<file path="config.mk">
export PLATFORM = sky130hd
export DESIGN_NAME = word_stuff_record_decoder
export DESIGN_NICKNAME = d
export VERILOG_FILES = /design/src/hw/rtl/wsrd_pkg.sv /design/src/hw/rtl/wsrd_decode.sv /design/src/hw/rtl/wsrd_queue.sv /design/src/hw/rtl/word_stuff_record_decoder.sv
export SDC_FILE = /design/constraint.sdc
export NUM_CORES = 1
export LEC_CHECK = 0
export CAP_MARGIN = 20
export CORE_AREA = 4 4 112 114
export CTS_CLUSTER_SIZE = 30
export DETAILED_ROUTE_END_ITERATION = 8
export DIE_AREA = 0 0 116 118
export DONT_BUFFER_PORTS = 1
export HOLD_SLACK_MARGIN = 0.12
export PLACE_DENSITY = 0.88
export SLEW_MARGIN = 20
export SYNTH_ARGS = -nofsm -noshare
export SYNTH_HDL_FRONTEND = slang
export SYNTH_SLANG_ARGS = --single-unit
</file>
<file path="constraint.sdc">
create_clock -name clock -period 8.7 [get_ports clock]
set_input_delay 0.87 -clock clock [delete_from_list [all_inputs] [get_ports clock]]
set_output_delay 0.87 -clock clock [all_outputs]
set_load 0.02 [all_outputs]
</file>
<file path="src/hw/rtl/wsrd_pkg.sv">
package wsrd_pkg;

   localparam logic [7:0]  RADIX         = 8'hFD;
   localparam logic [7:0]  PAIR_FIRST    = 8'hFE;
   localparam logic [7:0]  PAIR_SECOND   = 8'hFD;
   localparam logic [15:0] MAX_FIRST_RUN = 16'd252;
   localparam logic [15:0] MAX_LATER_RUN = 16'd64008;

   localparam logic [1:0] KIND_DATA = 2'd0;
   localparam logic [1:0] KIND_DONE = 2'd1;
   localparam logic [1:0] KIND_ERR  = 2'd2;

   localparam logic [1:0] ERR_NONE  = 2'd0;
   localparam logic [1:0] ERR_TRUNC = 2'd1;
   localparam logic [1:0] ERR_SIZE  = 2'd2;

   // results per request, at most
   localparam int MAX_RES = 3;

   typedef logic [1:0] res_cnt_type;

   typedef struct packed {
      logic [7:0] data;
      logic [1:0] kind;
      logic [1:0] code;
      logic       last;
   } res_type;

   function automatic res_type mk_res(logic [7:0] data, logic [1:0] kind, logic [1:0] code);
      res_type r;
      r.data = data;
      r.kind = kind;
      r.code = code;
      r.last = 1'b0;
      return r;
   endfunction

endpackage

</file>
<file path="src/hw/rtl/wsrd_decode.sv">
module wsrd_decode import wsrd_pkg::*; (
   input  logic                  clock,
   input  logic                  reset,
   input  logic                  accept,
   input  logic [7:0]            in_byte,
   input  logic                  end_of_record,
   output res_type [MAX_RES-1:0] res,
   output res_cnt_type           res_cnt
);

   typedef enum logic [2:0] {
      PH_FIRST,
      PH_LO,
      PH_HI,
      PH_RUN,
      PH_DROP
   } phase_type;

   phase_type   phase_ff, phase_in;
   logic [15:0] rem_ff, rem_in;
   logic [7:0]  low_ff, low_in;
   logic        short_ff, short_in;

   logic [15:0] run_len;
   logic [15:0] run_max;
   logic [15:0] rem_dec;
   logic        do_clear;
   res_type     r0, r1, r2;
   res_cnt_type cnt;

   always_comb begin
      phase_in = phase_ff;
      rem_in   = rem_ff;
      low_in   = low_ff;
      short_in = short_ff;
      do_clear = 1'b0;
      cnt      = 2'd0;
      r0       = '0;
      r1       = '0;
      r2       = '0;
      run_len  = (phase_ff == PH_HI) ? ({8'd0, low_ff} + 16'(in_byte) * 16'(RADIX))
                                     : {8'd0, in_byte};
      run_max  = (phase_ff == PH_HI) ? MAX_LATER_RUN : MAX_FIRST_RUN;
      rem_dec  = rem_ff - 16'd1;

      case (phase_ff)
         PH_FIRST, PH_HI: begin
            if (run_len > run_max) begin
               r0  = mk_res(8'd0, KIND_ERR, ERR_SIZE);
               cnt = 2'd1;
               if (end_of_record) do_clear = 1'b1;
               else phase_in = PH_DROP;
            end else begin
               short_in = (run_len < run_max);
               if (run_len == 16'd0) begin
                  if (end_of_record) begin
                     r0       = mk_res(8'd0, KIND_DONE, ERR_NONE);
                     cnt      = 2'd1;
                     do_clear = 1'b1;
                  end else begin
                     r0       = mk_res(PAIR_FIRST, KIND_DATA, ERR_NONE);
                     r1       = mk_res(PAIR_SECOND, KIND_DATA, ERR_NONE);
                     cnt      = 2'd2;
                     phase_in = PH_LO;
                  end
               end else if (end_of_record) begin
                  r0       = mk_res(8'd0, KIND_ERR, ERR_TRUNC);
                  cnt      = 2'd1;
                  do_clear = 1'b1;
               end else begin
                  rem_in   = run_len;
                  phase_in = PH_RUN;
               end
            end
         end
         PH_LO: begin
            low_in = in_byte;
            if (end_of_record) begin
               r0       = mk_res(8'd0, KIND_ERR, ERR_TRUNC);
               cnt      = 2'd1;
               do_clear = 1'b1;
            end else begin
               phase_in = PH_HI;
            end
         end
         PH_RUN: begin
            r0     = mk_res(in_byte, KIND_DATA, ERR_NONE);
            cnt    = 2'd1;
            rem_in = rem_dec;
            if (rem_dec == 16'd0) begin
               if (short_ff) begin
                  if (end_of_record) begin
                     r1       = mk_res(8'd0, KIND_DONE, ERR_NONE);
                     cnt      = 2'd2;
                     do_clear = 1'b1;
                  end else begin
                     r1       = mk_res(PAIR_FIRST, KIND_DATA, ERR_NONE);
                     r2       = mk_res(PAIR_SECOND, KIND_DATA, ERR_NONE);
                     cnt      = 2'd3;
                     phase_in = PH_LO;
                  end
               end else if (end_of_record) begin
                  r1       = mk_res(8'd0, KIND_ERR, ERR_TRUNC);
                  cnt      = 2'd2;
                  do_clear = 1'b1;
               end else begin
                  phase_in = PH_LO;
               end
            end else if (end_of_record) begin
               r1       = mk_res(8'd0, KIND_ERR, ERR_TRUNC);
               cnt      = 2'd2;
               do_clear = 1'b1;
            end
         end
         PH_DROP: begin
            if (end_of_record) do_clear = 1'b1;
         end
         default: begin
            do_clear = 1'b1;
         end
      endcase

      if (do_clear) begin
         phase_in = PH_FIRST;
         rem_in   = 16'd0;
         low_in   = 8'd0;
         short_in = 1'b0;
      end

      r0.last = (cnt == 2'd1);
      r1.last = (cnt == 2'd2);
      r2.last = (cnt == 2'd3);
   end

   assign res     = {r2, r1, r0};
   assign res_cnt = cnt;

   always_ff @(posedge clock) begin
      if (reset) begin
         phase_ff <= PH_FIRST;
         rem_ff   <= 16'd0;
         low_ff   <= 8'd0;
         short_ff <= 1'b0;
      end else if (accept) begin
         phase_ff <= phase_in;
         rem_ff   <= rem_in;
         low_ff   <= low_in;
         short_ff <= short_in;
      end
   end

endmodule

</file>
<file path="src/hw/rtl/wsrd_queue.sv">
module wsrd_queue import wsrd_pkg::*; (
   input  logic                  clock,
   input  logic                  reset,
   input  res_cnt_type           push_cnt,
   input  res_type [MAX_RES-1:0] push_res,
   input  logic                  pop,
   output logic                  room,
   output logic                  head_valid,
   output res_type               head
);

   localparam int DEPTH = 4;
   localparam int PW    = $clog2(DEPTH);

   res_type           mem [DEPTH];
   logic [PW-1:0]     wr_ptr_ff, wr_ptr_in;
   logic [PW-1:0]     rd_ptr_ff, rd_ptr_in;
   logic [PW:0]       count_ff, count_in;
   logic              do_pop;

   assign head_valid = (count_ff != '0);
   assign head       = mem[rd_ptr_ff];
   assign do_pop     = pop && head_valid;
   assign room       = (count_ff <= (PW+1)'(DEPTH - MAX_RES));

   always_comb begin
      wr_ptr_in = wr_ptr_ff + PW'(push_cnt);
      rd_ptr_in = rd_ptr_ff + PW'(do_pop);
      count_in  = count_ff + (PW+1)'(push_cnt) - (PW+1)'(do_pop);
   end

   always_ff @(posedge clock) begin
      for (int i = 0; i < MAX_RES; i++) begin
         if (PW'(i) < PW'(push_cnt)) mem[wr_ptr_ff + PW'(i)] <= push_res[i];
      end
   end

   always_ff @(posedge clock) begin
      if (reset) begin
         wr_ptr_ff <= '0;
         rd_ptr_ff <= '0;
         count_ff  <= '0;
      end else begin
         wr_ptr_ff <= wr_ptr_in;
         rd_ptr_ff <= rd_ptr_in;
         count_ff  <= count_in;
      end
   end

endmodule

</file>
<file path="src/hw/rtl/word_stuff_record_decoder.sv">
// An accepted request's results are written into the result queue and offered from
// its head in order. Throughput: one request per cycle while each yields at most one
// result and rsp_ready is high; a request yielding k results fills k entries of the
// 4-entry result queue (requests are taken while it has room for 3 entries).
// Reset: synchronous, active high; clears decode state and empties the queue.
module word_stuff_record_decoder import wsrd_pkg::*; (
   input  logic       clock,
   input  logic       reset,
   input  logic       req_valid,
   output logic       req_ready,
   input  logic [7:0] req_in_byte,
   input  logic       req_end_of_record,
   output logic       rsp_valid,
   input  logic       rsp_ready,
   output logic [7:0] rsp_out_byte,
   output logic [1:0] rsp_kind,
   output logic [1:0] rsp_error_code,
   output logic       rsp_last_of_item
);

   logic                  accept;
   logic                  room;
   res_type [MAX_RES-1:0] res;
   res_cnt_type           res_cnt;
   res_cnt_type           push_cnt;
   res_type               head;

   assign req_ready = room;
   assign accept    = req_valid && room;
   assign push_cnt  = accept ? res_cnt : 2'd0;

   wsrd_decode u_decode (
      .clock         (clock),
      .reset         (reset),
      .accept        (accept),
      .in_byte       (req_in_byte),
      .end_of_record (req_end_of_record),
      .res           (res),
      .res_cnt       (res_cnt)
   );

   wsrd_queue u_queue (
      .clock      (clock),
      .reset      (reset),
      .push_cnt   (push_cnt),
      .push_res   (res),
      .pop        (rsp_ready),
      .room       (room),
      .head_valid (rsp_valid),
      .head       (head)
   );

   assign rsp_out_byte     = head.data;
   assign rsp_kind         = head.kind;
   assign rsp_error_code   = head.code;
   assign rsp_last_of_item = head.last;

endmodule
</file>
Word-level counts from Yosys, hierarchy flattened
Memories as Yosys holds them, arrays and structs flattened. A register that Yosys moved wholly into a read port is not among the register bits.
Index checks and enable logic that the tools add are counted.
- input port bits: 13
- latch bits: 0
- memories kept: 1
- bits in writable memories: 52
- ROM bits: 0
- word-level logic and storage cells: 108
- register bits: 35
- memories (name ; depth ; bits a word ; rd ports ; clocked after memory_dff ; write ports ; RTL line ; text):
    u_queue.mem ; 4 ; 13 ; 1 ; 1 ; 3 ; wsrd_queue.sv:15 ; res_type mem [DEPTH];
- eq/ne operators: 15
- bitwise logic cells: 0
- $mul: 1
- muxes and demuxes: 54
- shift-type cells: 0
- reductions and logical operators: 16
- divide/modulo/power cells: 0
- $lt $le $gt $ge: 6
- add/subtract/negate cells: 8
- operators with widths (kind ; count):
    $mux 13 ; 11
    $mux 16 ; 6
    $pmux 13 s3 ; 1
    $logic_not 16->1 ; 2
    $pmux 16 s2 ; 1
    $pmux 13 s2 ; 1
    $mux 3 ; 8
    $add 8x16->16 ; 1
    $gt 16x16->1 ; 1
    $lt 16x16->1 ; 1
    $mul 8x8->16 const B ; 1
    $mux 2 ; 8
    $mux 8 ; 2
    $sub 16x1->16 const B ; 1
    $mux 1 ; 13
    $ne 3x2->1 const B ; 4
    $pmux 3 s3 ; 1
    $eq 3x2->1 const B ; 2
    $pmux 2 s3 ; 1
    $reduce_and 6->1 ; 1
    $reduce_bool 3->1 ; 2
    $mux 5 ; 1
    $reduce_and 5->1 ; 1
    $reduce_or 5->1 ; 1
    other kinds (24) ; 28

Longest topological paths before layout
Gate-level depths: netlist of the first run.
- word-level depth: 11
- gate-level depth with buffers: 24
- mapped depth without buffers: 23

Modules after synthesis
Synthesis of the first run repeated with hierarchy kept, for this count alone.
- cell total of the unflattened synthesis: 942
- area, all modules: 7987.7 um^2
- modules (own cells, without submodules) (module ; area each (um^2) ; instances ; cells each):
    wsrd_decode ; 4504.3 ; 1 ; 586
    wsrd_queue ; 3464.6 ; 1 ; 353
    word_stuff_record_decoder ; 18.8 ; 1 ; 3

Worst setup path before layout of the first run
Ideal clock, no wire load.
- path kind: input port to flip-flop
- start: in req_in_byte[0]
- end: reg u_queue.count_ff[2]
- buffers on the path: 2
- required time: 8.572 ns
- path slack: 2.225 ns
- cell stages on the path: 22
- library setup time: 0.128 ns
- arrival time: 6.347 ns
- cells stage by stage: fa_1 -> inv_1 -> fa_1 -> fa_1 -> fa_1 -> inv_1 -> ha_1 -> o211ai_1 -> o21ai_2 -> mux2_4 -> a221oi_2 -> o211ai_1 -> or3_1 -> buf_6 -> a21oi_2 -> buf_2 -> inv_1 -> ha_1 -> fa_1 -> xnor2_1 -> xnor2_1 -> nor2_1
- word-level cells in the longest chain between the ends: 10
- elaborated cells between the ends (all ways): 11
- RTL lines (what ; RTL line ; text):
    start, declared ; word_stuff_record_decoder.sv:11 ; input logic [7:0] req_in_byte,
    $mul 8x8->16 ; wsrd_decode.sv:41 ; run_len = (phase_ff == PH_HI) ? ({8'd0, low_ff} + 16'(in_byte) * 16'(RADIX))
    $add 8x16->16 ; wsrd_decode.sv:41 ;
    $mux 16 (*) ; wsrd_decode.sv:41 ;
    parallel branches: the longest is 2 deep, another holds $gt 16x16->1 ; - ;
    $mux 2 (*) ; wsrd_decode.sv:48 ; if (run_len > run_max) begin
    $pmux 2 s3 (*) ; wsrd_decode.sv:46 ; case (phase_ff)
    $mux 2 (*) ; word_stuff_record_decoder.sv:30 ; assign push_cnt = accept ? res_cnt : 2'd0;
    $add 3x2->3 (*) ; wsrd_queue.sv:29 ; count_in = count_ff + (PW+1)'(push_cnt) - (PW+1)'(do_pop);
    $sub 3x1->3 (*) ; wsrd_queue.sv:29 ;
    end signal, assigned ; wsrd_queue.sv:46 ; count_ff <= count_in;
    end, declared ; wsrd_queue.sv:18 ; logic [PW:0] count_ff, count_in;
Every way passes the cells marked *.
A chain may end at the register's enable or synchronous reset.

Final worst setup path of the first run
- start: in req_in_byte[1]
- end: reg u_queue.count_ff[2]
Same word-level chain as after synthesis.

==> impl_metrics.tcl, run 1 <==
set metrics [dict create \
    detail_route.drc_violations 0 \
    crit-reg2reg-launch "u_decode.low_ff[6]" \
    worstSetupEndpointType "flop" \
    outcome "finished, final reports clean" \
    number_of_flip_flops_and_latches_in_the_synthesized_netlist 87 \
    post_synth.cell_area_avg_um2 9.04 \
    tightestPinTransition_ns 0.992 \
    finalMaxSlewViolations 0 \
    layout_common_cells "61 x sky130_fd_sc_hd__inv_1, 60 x sky130_fd_sc_hd__nor2_1, 58 x sky130_fd_sc_hd__nand2_1, 55 x sky130_fd_sc_hd__a21oi_1, 55 x sky130_fd_sc_hd__dfxtp_1" \
    die_height_um 118 \
    cp.required_ns 8.95 \
    synth_async_sr_flop_share_pct 0 \
    avgViaCountPerCell 6.93 \
    critical_path_arrival_ns 7.13 \
    port_buffer_cells 0 \
    worstHoldStart "u_queue.mem[1][3]" \
    cell_depth_of_the_worst_flop_to_flop_path 20 \
    fp-row-count 39 \
    synth-seq-area-share_pct 28.0 \
    cts-buffers-inserted 9 \
    cp_common_cell "sky130_fd_sc_hd__fa_1" \
    post_synth_instance_area_um2 7360 \
    grt_first_pass_wirelength_mm 33.1 \
    worst_clock_skew_ns 0.00851 \
    cts_hold_repair.buffers 0 \
    dp_hpwl_mm 15.3 \
    fillerInstances 923 \
    ctsResizeCount 0 \
    vias 6478 \
    startpoint_type "input pin" \
    ant_nets 0 \
    die-area_um2 13700 \
    clk_pin_slew_ns 0.06 \
    timing.critical_path.fanout_max 12 \
    power_density_nw_per_um2 354 \
    synth_top_flop_cell "sky130_fd_sc_hd__dfxtp_1" \
    finalWeightedCongestion 1.01 \
    cp_num_buf_inv 3 \
    route.final.wire_length_mm 20.2 \
    count_of_flip_flops_with_a_built_in_enable_after_synthesis 32 \
    rsz0062_at_grt "false" \
    share_comb_of_total_power_pct 63.4 \
    drtIter0Drc 719 \
    synth-warning-count 0 \
    area_growth_syn_to_layout_pct 4.20 \
    layout.cells.most_common "sky130_fd_sc_hd__inv_1" \
    wl_per_cell_um 21.6 \
    finalCriticalPeriod_ns 6.88 \
    detailroute.wirelength.met3_mm 1.50 \
    grt.total_usage_pct 30.5 \
    max-slew-margin-rel_pct 33.9 \
    dp_cells 919 \
    max_stage_delay_cell_worst_path "sky130_fd_sc_hd__fa_1" \
    initial_standard_cell_utilization_of_the_core_pct 64.4 \
    holdCritPathClass "reg -> reg" \
    first_pass_iters 6 \
    insertedDiodeCount 0 \
    clock_tree.htree_level_count 3 \
    layout.nets 882 \
    instance_count_on_the_critical_path 20 \
    num_ports 28 \
    post_cts_buffers 0 \
    post_synth_num_cell_types 89 \
    leakage_nw 2.98 \
    cts_num_sinks 87 \
    pwr-share-clk_pct 14.3 \
    power.internal_mw 1.35 \
    clk_latency_ns 0.36 \
    vias_in_the_first_global_route 6352 \
    final-setup-viol-count 0 \
    syn_nets 909 \
    final_min_period_over_clock_period_pct 79.1 \
    cts_tree "built" \
    met2_length_mm 9.93 \
    critPathKind "in -> reg" \
    cap_violations 0 \
    cts_max_path_buffers 2 \
    finalNonFillerCells 935 \
    core-area_um2 11400 \
    worst_hold_path_stage_count 2 \
    postSynthCellCount 814 \
    sw_frac_of_total_pct 50.1 \
    drive_gt1_share_pct 10.5 \
    vdd.ir_drop.worst_v 0.000318 \
    cp_cell_sequence "fa_1 -> inv_1 -> fa_1 -> fa_1 -> fa_1 -> inv_1 -> ha_1 -> o211ai_1 -> o211ai_2 -> a21oi_1 -> a2111oi_0 -> o211ai_1 -> or3_1 -> a21oi_2 -> inv_1 -> ha_1 -> fa_1 -> xnor2_1 -> xnor2_1 -> nor2_1" \
    chipWidth_um 116 \
    final_hold_viol_count 0 \
    highest_layer "met4" \
    grt_antenna_before_repair 0 \
    final.setup.tns_ns 0 \
    wirelength_met1_mm 7.90 \
    grt-ovfl-total 0 \
    grt_max_degree 35 \
    clk_root_buffer_cell "sky130_fd_sc_hd__clkbuf_16" \
    finalCoreUtilization_pct 67.1 \
    cp-startpoint "req_in_byte[1]" \
    worst_path_dominant_cell_family "adder cells" \
    pwr-share-seq_pct 22.3 \
    power.net_switching_mw 1.36 \
    timing.fmax_mhz 145 \
    holdWs_ns 0.459 \
    critPathMaxStageDelay_ns 0.58 \
]
-- power by group through the flow --
stage	Sequential (mW)	Clock (mW)	Combinational, mW
6_report	0.605	0.387	1.72
5_1_grt	0.617	0.408	1.87
4_1_cts	0.603	0.388	1.68
3_5_place_dp	0.611	0	1.66
3_3_place_gp	0.603	0	1.62
2_1_floorplan	0.550	0	1.38
-- per-stage QoR --
step	total power, mW	instance area, um^2	setup slack, ns
6_report	2.71	7660	1.82
5_1_grt	2.90	7660	1.43
4_1_cts	2.67	7660	1.89
3_5_place_dp	2.28	7370	1.52
3_3_place_gp	2.22	7370	1.77
2_1_floorplan	1.93	7360	2.22
-- layer usage --
metal  global-route usage, %  vias up
li1                        -     2939
met1                    38.2     3111
met2                    50.4      334
met3                    6.12       94
met4                    13.0        0
met5                       0        -
-- kinds of logic after synthesis --
logic type	count (synthesis)	synth area share [%]
AND/OR/NAND/NOR	268	19.1
AO/OA/AOI/OAI	233	22.3
buffers and inverters	102	5.75
flip-flops	87	28.0
adder cells (fa/ha/maj)	82	17.1
multiplexers	25	5.68
XOR/XNOR	17	2.02
-- flip-flops by register name, summed over array words and instances, names as in the netlist --
name               count
u_queue.count_ff       3
u_decode.rem_ff       16
u_queue.rd_ptr_ff      2
u_queue.wr_ptr_ff      2
u_decode.phase_ff      3
u_queue.mem           52
u_decode.low_ff        8
u_decode.short_ff      1
-- synth_stat cells, types with 9 or more instances --
| library cell | n | share of area, % |
|---|---|---|
| sky130_fd_sc_hd__inv_1 | 61 | 3.1 |
| sky130_fd_sc_hd__nor2_1 | 60 | 3.1 |
| sky130_fd_sc_hd__nand2_1 | 58 | 3.0 |
| sky130_fd_sc_hd__a21oi_1 | 56 | 3.8 |
| sky130_fd_sc_hd__dfxtp_1 | 55 | 15 |
| sky130_fd_sc_hd__ha_1 | 51 | 8.7 |
| sky130_fd_sc_hd__o21ai_0 | 38 | 2.6 |
| sky130_fd_sc_hd__nand3_1 | 36 | 2.4 |
| sky130_fd_sc_hd__edfxtp_1 | 32 | 13 |
| sky130_fd_sc_hd__fa_1 | 31 | 8.4 |
| sky130_fd_sc_hd__clkbuf_1 | 26 | 1.3 |
| sky130_fd_sc_hd__nor3_1 | 17 | 1.2 |
| sky130_fd_sc_hd__o21ai_1 | 14 | 0.95 |
| sky130_fd_sc_hd__mux4_2 | 13 | 4.0 |
| sky130_fd_sc_hd__or3_1 | 13 | 1.1 |
| sky130_fd_sc_hd__xnor2_1 | 13 | 1.5 |
| sky130_fd_sc_hd__mux2i_1 | 11 | 1.5 |
| sky130_fd_sc_hd__a211oi_1 | 10 | 1.0 |
| sky130_fd_sc_hd__a21o_1 | 10 | 1.0 |
| sky130_fd_sc_hd__o211ai_1 | 10 | 1.0 |
| sky130_fd_sc_hd__o22ai_1 | 10 | 0.85 |
| sky130_fd_sc_hd__and2_1 | 9 | 0.77 |
| sky130_fd_sc_hd__nand2b_1 | 9 | 0.77 |
| sky130_fd_sc_hd__o21ai_2 | 9 | 1.1 |
-- path summary, 6_finish.rpt --
kind	slack [ns]	to
worst min register to register	0.46	u_queue.mem[1][3]
worst max register to register	2.38	u_queue.count_ff[2]
worst max-delay path	1.82	u_queue.count_ff[2]
worst min-delay path	0.46	u_queue.mem[1][3]
-- worst reg2reg max path: cells and delay by family (launching register included) --
| family | cells | cell delay [ns] |
|---|---|---|
| XOR/XNOR | 2 | 0.30 |
| buffers and inverters | 3 | 0.19 |
| AO/OA/AOI/OAI | 6 | 1.85 |
| adder cells (fa/ha/maj) | 7 | 2.95 |
| flip-flops | 1 | 0.31 |
| AND/OR/NAND/NOR | 2 | 0.59 |
-- cell type report --
type | instances | area (um^2) | area share (%)
clock buffer | 11 | 253 | 3.30
clock inverter | 5 | 40.0 | 0.522
inverter | 61 | 229 | 2.99
multi-input combinational | 625 | 4880 | 63.7
sequential | 87 | 2060 | 26.9
tap | 143 | 179 | 2.33
timing repair buffer | 3 | 22.5 | 0.294
No activity file was read; power rests on OpenSTA's default activity.
==> run 2, diff against run 1 <==
--- a/config.mk
+++ b/config.mk
@@ -6,13 +6,13 @@
 export NUM_CORES = 1
 export LEC_CHECK = 0
 export CAP_MARGIN = 20
-export CORE_AREA = 4 4 112 114
+export CORE_AREA = 4 4 117 119
 export CTS_CLUSTER_SIZE = 30
 export DETAILED_ROUTE_END_ITERATION = 8
-export DIE_AREA = 0 0 116 118
+export DIE_AREA = 0 0 121 123
 export DONT_BUFFER_PORTS = 1
 export HOLD_SLACK_MARGIN = 0.12
-export PLACE_DENSITY = 0.88
+export PLACE_DENSITY = 0.85
 export SLEW_MARGIN = 20
 export SYNTH_ARGS = -nofsm -noshare
 export SYNTH_HDL_FRONTEND = slang
==> constraint.sdc (replaced) <==
create_clock -name clock -period 5.72 [get_ports clock]
set_input_delay 0.572 -clock clock [delete_from_list [all_inputs] [get_ports clock]]
set_output_delay 0.572 -clock clock [all_outputs]
set_load 0.02 [all_outputs]
==> impl_metrics.tcl, run 2 (synthesis results as in run 1) <==
set metrics [dict create \
    final.setup.tns_ns 0 \
    core-area_um2 12600 \
    dp_cells 1022 \
    timing.critical_path.fanout_max 11 \
    route.final.wire_length_mm 20.5 \
    layout.nets 960 \
    grt_max_degree 35 \
    grt_antenna_before_repair 0 \
    wl_per_cell_um 19.7 \
    final-setup-viol-count 0 \
    finalNonFillerCells 1042 \
    die_height_um 123 \
    finalWeightedCongestion 0.996 \
    cp.required_ns 5.96 \
    critPathKind "in -> reg" \
    layout_common_cells "76 x sky130_fd_sc_hd__buf_4, 60 x sky130_fd_sc_hd__nor2_1, 58 x sky130_fd_sc_hd__inv_1, 58 x sky130_fd_sc_hd__nand2_1, 55 x sky130_fd_sc_hd__dfxtp_1" \
    num_ports 28 \
    insertedDiodeCount 0 \
    drtIter0Drc 675 \
    vias_in_the_first_global_route 6511 \
    ant_nets 0 \
    chipWidth_um 121 \
    finalPower_mw 4.88 \
    cp-startpoint "req_in_byte[7]" \
    crit-reg2reg-launch "u_decode.low_ff[4]" \
    finalMaxSlewViolations 0 \
    reg.largest.list "u_queue.mem x52, u_decode.rem_ff x16, u_decode.low_ff x8" \
    multi_input_comb_area_um2 5070 \
    startpoint_type "input pin" \
    largest_reg_flops 52 \
    worst_clock_skew_ns 0.0123 \
    clk_pin_slew_ns 0.08 \
    global_route.peak_usage_layer "met2" \
    critical_path_arrival_ns 5.74 \
    fillerInstances 947 \
    power_density_nw_per_um2 573 \
    finalCriticalPeriod_ns 5.50 \
    cts_num_sinks 87 \
    clk_root_buffer_cell "sky130_fd_sc_hd__clkbuf_16" \
    clk_latency_ns 0.36 \
    worstSetupEndpointType "flop" \
    holdCritPathClass "in -> reg" \
    outcome "finished, final reports clean" \
    grt_first_pass_wirelength_mm 33.5 \
    sequential_cell_area_um2 2060 \
    clock_tree.htree_level_count 3 \
    cts_max_path_buffers 2 \
    grt.total_usage_pct 28.5 \
    fp-row-count 41 \
    max-slew-margin-rel_pct 27.5 \
    final_min_period_over_clock_period_pct 96.2 \
    grt_use_met3_pct 5.58 \
    cap_violations 0 \
    worstHoldStart "reset" \
    layout.cells.most_common "sky130_fd_sc_hd__buf_4" \
    die-area_um2 14900 \
    grt_use_met2_pct 48.1 \
    vias 6642 \
    tightestPinTransition_ns 1.08 \
    drive_gt1_share_pct 21.5 \
    first_pass_iters 7 \
    vdd.ir_drop.worst_v 0.000385 \
    grt-ovfl-total 0 \
    detail_route.drc_violations 0 \
    grtUsageMet1_pct 36.1 \
    cts_tree "built" \
    cts_hold_repair.buffers 0 \
    cts-buffers-inserted 9 \
    final_hold_viol_count 0 \
    timing.fmax_mhz 182 \
    dp_hpwl_mm 15.6 \
    avgViaCountPerCell 6.37 \
    leakage_nw 3.39 \
    biggest_register "u_queue.mem" \
    initial_standard_cell_utilization_of_the_core_pct 58.5 \
    area_growth_syn_to_layout_pct 16.0 \
    port_buffer_cells 0 \
]
## run 2: changes by cell type in the layout (fill, tap and decap cells not counted), sizes merged
cell and change:
clkinv +2, buf +78, clkbuf -2
## run 2: final timing paths
| path | endpoint | slack, ns | depth (start not counted) |
|---|---|---|---|
| worst max-delay path | u_queue.count_ff[2] | 0.22 | 22 |
| worst min register to register | u_decode.low_ff[4] | 0.46 | 2 |
| worst max register to register | u_queue.count_ff[2] | 0.25 | 23 |
| worst min-delay path | u_decode.short_ff | 0.28 | 1 |
## run 2: per-stage QoR
step / utilization [%] / cell area (um^2) / hold slack, ns / setup WS [ns]
after global routing: 67.9 / 8530 / 0.280 / -0.0135
after floorplan: - / 7470 / 0.421 / -0.0867
after detailed placement: 64.6 / 8130 / 0.445 / -0.255
final: 67.9 / 8530 / 0.285 / 0.219
after global placement: 64.6 / 8130 / 0.436 / -0.116
after CTS: 66.9 / 8410 / 0.272 / 0.0905
## run 2: layout make-up
class	count	share of cell area (%)
Multi-Input combinational cell	625	59.5
Sequential cell	87	24.2
Timing Repair Buffer	81	7.86
Inverter	61	2.71
Clock buffer	9	2.64
Tap cell	172	2.52
Clock inverter	7	0.645
## run 2: repair_timing
action / in CTS / in global routing
endpoints found under the setup margin: 0 / 30
setup buffers: 0 / 4
resized for setup: 0 / 17
## run 2: where the power goes
part	switching [mW]	internal, mW	total (mW)	leakage [nW]
Sequential	0.150	0.771	0.921	0.724
Clock	0.271	0.299	0.570	0.138
Combinational	1.83	1.56	3.39	2.52
Total	2.25	2.63	4.88	3.39
## run 2: worst max-delay path, stage by stage
cell	delay [ns]
sky130_fd_sc_hd__fa_1	0.57
sky130_fd_sc_hd__inv_1	0.07
sky130_fd_sc_hd__fa_1	0.49
sky130_fd_sc_hd__fa_1	0.49
sky130_fd_sc_hd__inv_1	0.05
sky130_fd_sc_hd__fa_1	0.54
sky130_fd_sc_hd__ha_4	0.22
sky130_fd_sc_hd__a21oi_2	0.15
sky130_fd_sc_hd__nor2_1	0.06
sky130_fd_sc_hd__a211o_1	0.32
sky130_fd_sc_hd__o21a_1	0.21
sky130_fd_sc_hd__or2_4	0.27
sky130_fd_sc_hd__o41ai_2	0.28
sky130_fd_sc_hd__buf_4	0.18
sky130_fd_sc_hd__a21boi_2	0.07
sky130_fd_sc_hd__nor3_2	0.18
sky130_fd_sc_hd__ha_2	0.20
sky130_fd_sc_hd__inv_1	0.05
sky130_fd_sc_hd__fa_2	0.40
sky130_fd_sc_hd__xnor2_2	0.14
sky130_fd_sc_hd__xnor2_1	0.16
sky130_fd_sc_hd__nor2_1	0.06
## run 2: per-layer routing
| metal | vias to the layer above | wire [um] |
|---|---|---|
| li1 | 3097 | - |
| met4 | 0 | 809 |
| met1 | 3167 | 8410 |
| met2 | 299 | 9880 |
| met3 | 79 | 1440 |
| met5 | - | 0 |
==> run 3, diff against run 2 <==
==> constraint.sdc (replaced) <==
create_clock -name clock -period 4.4 [get_ports clock]
set_input_delay 0.44 -clock clock [delete_from_list [all_inputs] [get_ports clock]]
set_output_delay 0.44 -clock clock [all_outputs]
set_load 0.02 [all_outputs]
==> impl_metrics.tcl, run 3 (synthesis results as in run 1) <==
set metrics [dict create \
    clock_tree.htree_level_count 3 \
    max-slew-margin-rel_pct 17.7 \
    critPathMaxStageDelay_ns 0.65 \
    clk_root_buffer_cell "sky130_fd_sc_hd__clkbuf_16" \
    final_hold_viol_count 0 \
    reg.largest.list "u_queue.mem x52, u_decode.rem_ff x16, u_decode.low_ff x8" \
    tightestPinTransition_ns 1.23 \
    worst_flop_to_flop_path_endpoint "u_queue.mem[0][3]" \
    outcome "complete, but fails checks" \
    critPathKind "reg -> reg" \
    cts_num_sinks 87 \
    clk_latency_ns 0.37 \
    ant_nets 0 \
    cp.required_ns 4.67 \
    grt_max_degree 35 \
    max_stage_delay_cell_worst_path "sky130_fd_sc_hd__fa_1" \
    finalPower_mw 8.43 \
    chipWidth_um 121 \
    die-area_um2 14900 \
    final_min_period_over_clock_period_pct 133 \
    timing.fmax_mhz 171 \
    final.setup.tns_ns -139.12 \
    power.net_switching_mw 4.12 \
    vias 8251 \
    first_pass_iters 7 \
    fillerInstances 626 \
    worst_hold_path_stage_count 1 \
    sw_frac_of_total_pct 48.9 \
    pwr-share-seq_pct 14.7 \
    cts_max_path_buffers 2 \
    route.final.wire_length_mm 31.3 \
    avgViaCountPerCell 7.37 \
    cp_common_cell "sky130_fd_sc_hd__buf_6" \
    cts_tree "built" \
    dp_hpwl_mm 16.4 \
    cts_hold_repair.buffers 0 \
    vias_in_the_first_global_route 7245 \
    holdCritPathClass "in -> reg" \
    insertedDiodeCount 0 \
    largest_reg_flops 52 \
    fin_ws_ns -1.44 \
    area_growth_syn_to_layout_pct 37.7 \
    layout_common_cells "117 x sky130_fd_sc_hd__buf_4, 53 x sky130_fd_sc_hd__nor2_1, 53 x sky130_fd_sc_hd__dfxtp_1, 49 x sky130_fd_sc_hd__inv_1, 47 x sky130_fd_sc_hd__nand2_1" \
    cp_cell_sequence "ha_1 -> ha_1 -> ha_1 -> fa_1 -> ha_2 -> fa_2 -> a211oi_4 -> buf_6 -> o21ba_4 -> o21ai_2 -> o31ai_2 -> nand4_1 -> or3_4 -> a21oi_4 -> buf_6 -> buf_8 -> a31o_4 -> buf_6 -> buf_6 -> a211oi_1 -> nor3b_1" \
    cts-buffers-inserted 9 \
    timing.hold.worst_endpoint "u_queue.count_ff[0]" \
    grt_antenna_before_repair 0 \
    power.internal_mw 4.31 \
    final-setup-viol-count 109 \
    worst_clock_skew_ns 0.0173 \
    leakage_nw 4.01 \
    die_height_um 123 \
    core-area_um2 12600 \
    drtIter0Drc 1357 \
    grt-ovfl-total 0 \
    detail_route.drc_violations 0 \
    finalMaxSlewViolations 0 \
    drive_gt1_share_pct 39.9 \
    initial_standard_cell_utilization_of_the_core_pct 58.5 \
    finalCriticalPeriod_ns 5.84 \
    startpoint_type "flop" \
    port_buffer_cells 0 \
    fp-row-count 41 \
    clk_pin_slew_ns 0.08 \
    crit-reg2reg-launch "u_decode.low_ff[3]" \
    critical_path_arrival_ns 6.11 \
    power_density_nw_per_um2 832 \
    layout.cells.most_common "sky130_fd_sc_hd__buf_4" \
    rsz0062_at_grt "true" \
    finalWeightedCongestion 0.973 \
    rrSetupSlack_ns -1.44 \
    grt_first_pass_wirelength_mm 38.1 \
    grt.total_usage_pct 32.6 \
    wl_per_cell_um 28.0 \
    vdd.ir_drop.worst_v 0.000537 \
    worstSetupEndpointType "flop" \
    share_comb_of_total_power_pct 75.9 \
    pwr-share-clk_pct 9.4 \
    worstHoldStart "reset" \
    cap_violations 0 \
    layout.nets 1038 \
    timing.critical_path.fanout_max 6 \
    cell_depth_of_the_worst_flop_to_flop_path 21 \
    violations "setup timing" \
    num_ports 28 \
    biggest_register "u_queue.mem" \
]
## run 3: timing repair
item,in CTS,in global routing
cloned,0,1
setup endpoints to repair,109,109
pin swaps,43,75
setup buffers,23,29
gates resized for setup,62,157
## run 3: worst max-delay path, delay by kind of cell, from the launching register on
| kind | cells | cell delay, ns |
|---|---|---|
| adder cells (fa/ha/maj) | 6 | 2.41 |
| AO/OA/AOI/OAI | 7 | 1.40 |
| AND/OR/NAND/NOR | 3 | 0.91 |
| buffers and inverters | 5 | 0.67 |
| flip-flops | 1 | 0.33 |
## run 3: worst max-delay path by stage
stage	startpoint	end	depth (start not counted)
after floorplan	req_in_byte[6]	u_queue.count_ff[2]	22
after global placement	req_in_byte[1]	u_queue.count_ff[2]	20
after detailed placement	req_in_byte[7]	u_queue.count_ff[2]	22
after CTS	req_in_byte[7]	u_queue.count_ff[2]	21
after global routing	u_decode.low_ff[3]	u_queue.mem[0][2]	19
final	u_decode.low_ff[3]	u_queue.mem[0][3]	21
## run 3: layout make-up
type	instances	area (um^2)	area share, %
multi-input combinational	626	5930	58.6
sequential	87	2060	20.4
timing repair buffer	158	1380	13.6
inverter	61	234	2.31
clock buffer	9	225	2.22
tap	172	215	2.12
clock inverter	7	75.1	0.741
## run 3: power by group through the flow
stage / clock, mW / combinational [mW] / sequential (mW)
after floorplan: 0 / 3.01 / 1.09
after global placement: 0 / 4.31 / 1.21
after detailed placement: 0 / 4.41 / 1.22
after CTS: 0.777 / 4.93 / 1.21
after global routing: 0.819 / 6.60 / 1.25
final: 0.789 / 6.40 / 1.24
## run 3: per-layer routing
layer	vias to the layer above	GRT usage (%)	wire, um
met3	313	6.27	3910
li1	3257	-	-
met5	-	0	0
met4	0	14.6	3150
met2	817	57.6	14200
met1	3864	38.7	10100
## run 3: through the flow
step / instance area (um^2) / util, % / hold WS [ns] / cells / setup WS, ns
2_1_floorplan: 7610 / - / 0.421 / 814 / -1.27
3_3_place_gp: 8470 / 67.4 / 0.438 / 1055 / -1.21
3_5_place_dp: 8470 / 67.4 / 0.447 / 1055 / -1.34
4_1_cts: 9230 / 73.4 / 0.138 / 1092 / -0.873
5_1_grt: 10100 / 80.6 / 0.132 / 1120 / -1.62
6_report: 10100 / 80.6 / 0.139 / 1120 / -1.44
